**config.mk**
```make
export PLATFORM = sky130hd
export DESIGN_NAME = krt_ram
export DESIGN_NICKNAME = d
export VERILOG_FILES = /design/src/hw/rtl/krt_ram.sv
export SDC_FILE = /design/constraint.sdc
export NUM_CORES = 2
export LEC_CHECK = 0
export ABC_AREA = 1
export BUFFER_PORTS_ARGS = -buffer_cell sky130_fd_sc_hd__buf_2
export CAP_MARGIN = 20
export CELL_PAD_IN_SITES_DETAIL_PLACEMENT = 2
export CELL_PAD_IN_SITES_GLOBAL_PLACEMENT = 2
export CORE_MARGIN = 1
export CORE_UTILIZATION = 40
export CTS_CLUSTER_SIZE = 8
export DETAILED_ROUTE_END_ITERATION = 8
export GPL_ROUTABILITY_DRIVEN = 0
export HOLD_SLACK_MARGIN = 0.15
export PLACE_DENSITY = 0.81
export RECOVER_POWER = 100
export REMOVE_ABC_BUFFERS = 1
export SYNTH_ARGS = -nofsm -noshare
export SYNTH_HDL_FRONTEND = slang
export SYNTH_SLANG_ARGS = --single-unit
```
**constraint.sdc**
```tcl
create_clock -name clk -period 8.5 [get_ports clk]
set_clock_uncertainty 0.15 [all_clocks]
set_input_delay 1.7 -clock clk [delete_from_list [all_inputs] [get_ports clk]]
set_output_delay 1.7 -clock clk [all_outputs]
set_load 0.1 [all_outputs]
```
**src/hw/rtl/krt_ram.sv**
```systemverilog
module krt_ram #(
    parameter int WIDTH = 32,
    parameter int DEPTH = 128
) (
    input  logic                     clk,
    input  logic                     wr_en,
    input  logic [$clog2(DEPTH)-1:0] wr_addr,
    input  logic [WIDTH-1:0]         wr_data,
    input  logic [$clog2(DEPTH)-1:0] rd_addr,
    output logic [WIDTH-1:0]         rd_data
);

    logic [WIDTH-1:0] mem [DEPTH];

    always_ff @(posedge clk)
    begin
        if (wr_en)
        begin
            mem[wr_addr] <= wr_data;
        end
        rd_data <= mem[rd_addr];
    end

endmodule
```
==> impl_metrics.toml <==
[hold_path]
hold_path.class = "reg -> reg"
worstHoldPathCells = 8
hold_start = "mem[121][28]"

[critical_path]
critPathMaxFanout = 18
crit_required_ns = 9.00
cp-end-kind = "flop"
startpoint_type = "primary input"
worstReg2RegStart = "mem[102][23]"
critical_path.startpoint = "wr_addr[4]"
r2r.worst_path.cells = 8
cp.arrival_ns = 7.85
crit_type = "in -> reg"

[synthesis]
yosys_warnings = 0
synth_edf_count = 4096
synthTopCellsByArea = "edfxtp_1 (75%), nand3_1 (12%), nand2_1 (9.5%)"
ys_ff_latch = 4128
syn-cell-area_um2 = 165000
synthArstFlopShare_pct = 0
synth_cells = 13400
yosysTopAreaCell = "edfxtp_1"
synth_commonest_cells = "nand2_1 (4,151), edfxtp_1 (4,096), nand3_1 (4,035)"
netlist.area_leader.share_pct = 74.7
synth_most_common_cell = "nand2_1"
synth.distinct_cells = 15
synth.avg_cell_area_um2 = 12.3
synth-seq-area-share_pct = 75.1
synth_flop_cell = "edfxtp_1"

[route]
dr.pass1.iters = 6
drtAntennaViolNets = 0
via_count = 126000
drt-vias-per-instance = 6.58
drc = 0
wirelength_mm = 768
wire_per_inst_um = 40.1
drt-initial-drc-count = 19000

[job]
drv_cap = 188

[timing]
rsz0062_at_grt = "false"
worst_slack_ns = 1.15
min_period_ns = 7.35
setup_viol = 0
slew_violations = 7034
tightest_slew_ns = 5.23
finalHoldViolCount = 0
relSlewSlack_pct = -249
timing.fmax_mhz = 136
fin_crit_sh_pct = 86.5

[final_layout]
fin_nets = 13500
drive_gt1_share_pct = 6.89
final_core_util_pct = 45.6
area_growth_pct = 13.4
final_cells = 19200
design_area_um2 = 187000

[clock_tree]
post-cts-setup-buffer-count = 0
insertion_delay_ns = 1.12
path_clk_slew_ns = 0.06
cts_buffer_depth = 4
hold_buffers = 0
cts_buffers = 586
cts_tree = "yes"
ctsResizeCount = 0
cts_htree_levels = 6
cts_root_buf = "clkbuf_16"
cts.sinks = 4128

[power_and_ir_drop]
p_leak_uw = 0.0640
max-vdd-ir-drop_mv = 0.176
finalPower_uw = 48500
power_density_nw_per_um2 = 260

[place]
place_area_um2 = 171000
dp_slack_ns = 2.60
portBuffers = 79
hpwl_mm = 373
place_inst = 18300

[die]
die_y_um = 644
pin_count = 80
initial_core_util_pct = 40.2
die_w_um = 644
std_cell_rows = 235
die_area_um2 = 414000
core_um2 = 410000

[grt]
grt_antenna_before_repair = 68
grt_usage_pct = 35.5
first_global_vias = 137000
grt_start_max_net_pins = 177
grt_overflow = 0
grt_pass1_wl_mm = 1050

[run_status]
status = "finished with violations"
violations = "max-capacitance violations, max-slew violations"
worst paths after layout:
| check | end | slack, ns |
|---|---|---|
| max | mem[22][27] | 1.15 |
| min | rd_data[28] | 0.85 |
| max reg2reg | rd_data[23] | 5.27 |
| min reg2reg | rd_data[28] | 0.85 |
metrics by stage:
step / hold slack [ns] / setup TNS, ns
final: 0.854 / 0
after detailed placement: 0.742 / 0
after CTS: 0.860 / 0
after global placement: 0.700 / 0
after floorplan: 0.604 / -114.50
after global routing: 0.904 / 0
flip-flops by register name, indices dropped and copies added (netlist names):
signal,cells
rd_data,32
mem,4096
worst max-delay path, cell delays in order:
cell	delay [ns]
clkbuf_1	0.18
inv_1	0.08
nor2_1	1.00
clkbuf_1	0.64
nand2_1	0.58
nor2_1	2.36
clkbuf_1	1.25
cells in the final DEF (no fill, tap or decap), drive strengths merged:
cell,Yosys,routed
diode,0,51
nand2,4151,4151
buf,800,191
dfxtp,32,32
clkinv,0,16
nor2,134,134
nor3,8,8
clkbuf,109,944
nand3,4035,4035
edfxtp,4096,4096
inv,24,46
area by class of cell:
type,count,area (um^2)
fillers,39500,223000
clock buffers,728,15600
inverters,24,144
repair buffers,407,2880
clock inverters,38,527
flip-flops and latches,4128,124000
well taps,5451,6820
multi-input cells,8328,37000
diodes,51,128
power breakdown:
part           internal (uW)  switching [uW]  total (uW)
combinational            559            2710        3270
clock                  12800            9830       22600
sequential             22500             100       22600
per-layer routing:
metal | track usage (%) | wire [um] | up-vias | part of all wire [%]
met1 | 41.6 | 262000 | 64600 | 34
met5 | 0 | 408 | - | 0.053
met4 | 24.5 | 61800 | 56 | 8.1
met3 | 8.02 | 82900 | 3236 | 11
li1 | - | - | 48000 | -
met2 | 58.2 | 361000 | 10200 | 47
cells by family (layout without fill, tap and decap cells):
family / after synthesis / in the layout / share of synthesized area (%)
and+or+nand+nor: 8328 / 8328 / 22.1
DFF: 4128 / 4128 / 75.1
buffers and inverters: 933 / 1197 / 2.84
other: 0 / 51 / 0
(Power assumes the default switching activity.)
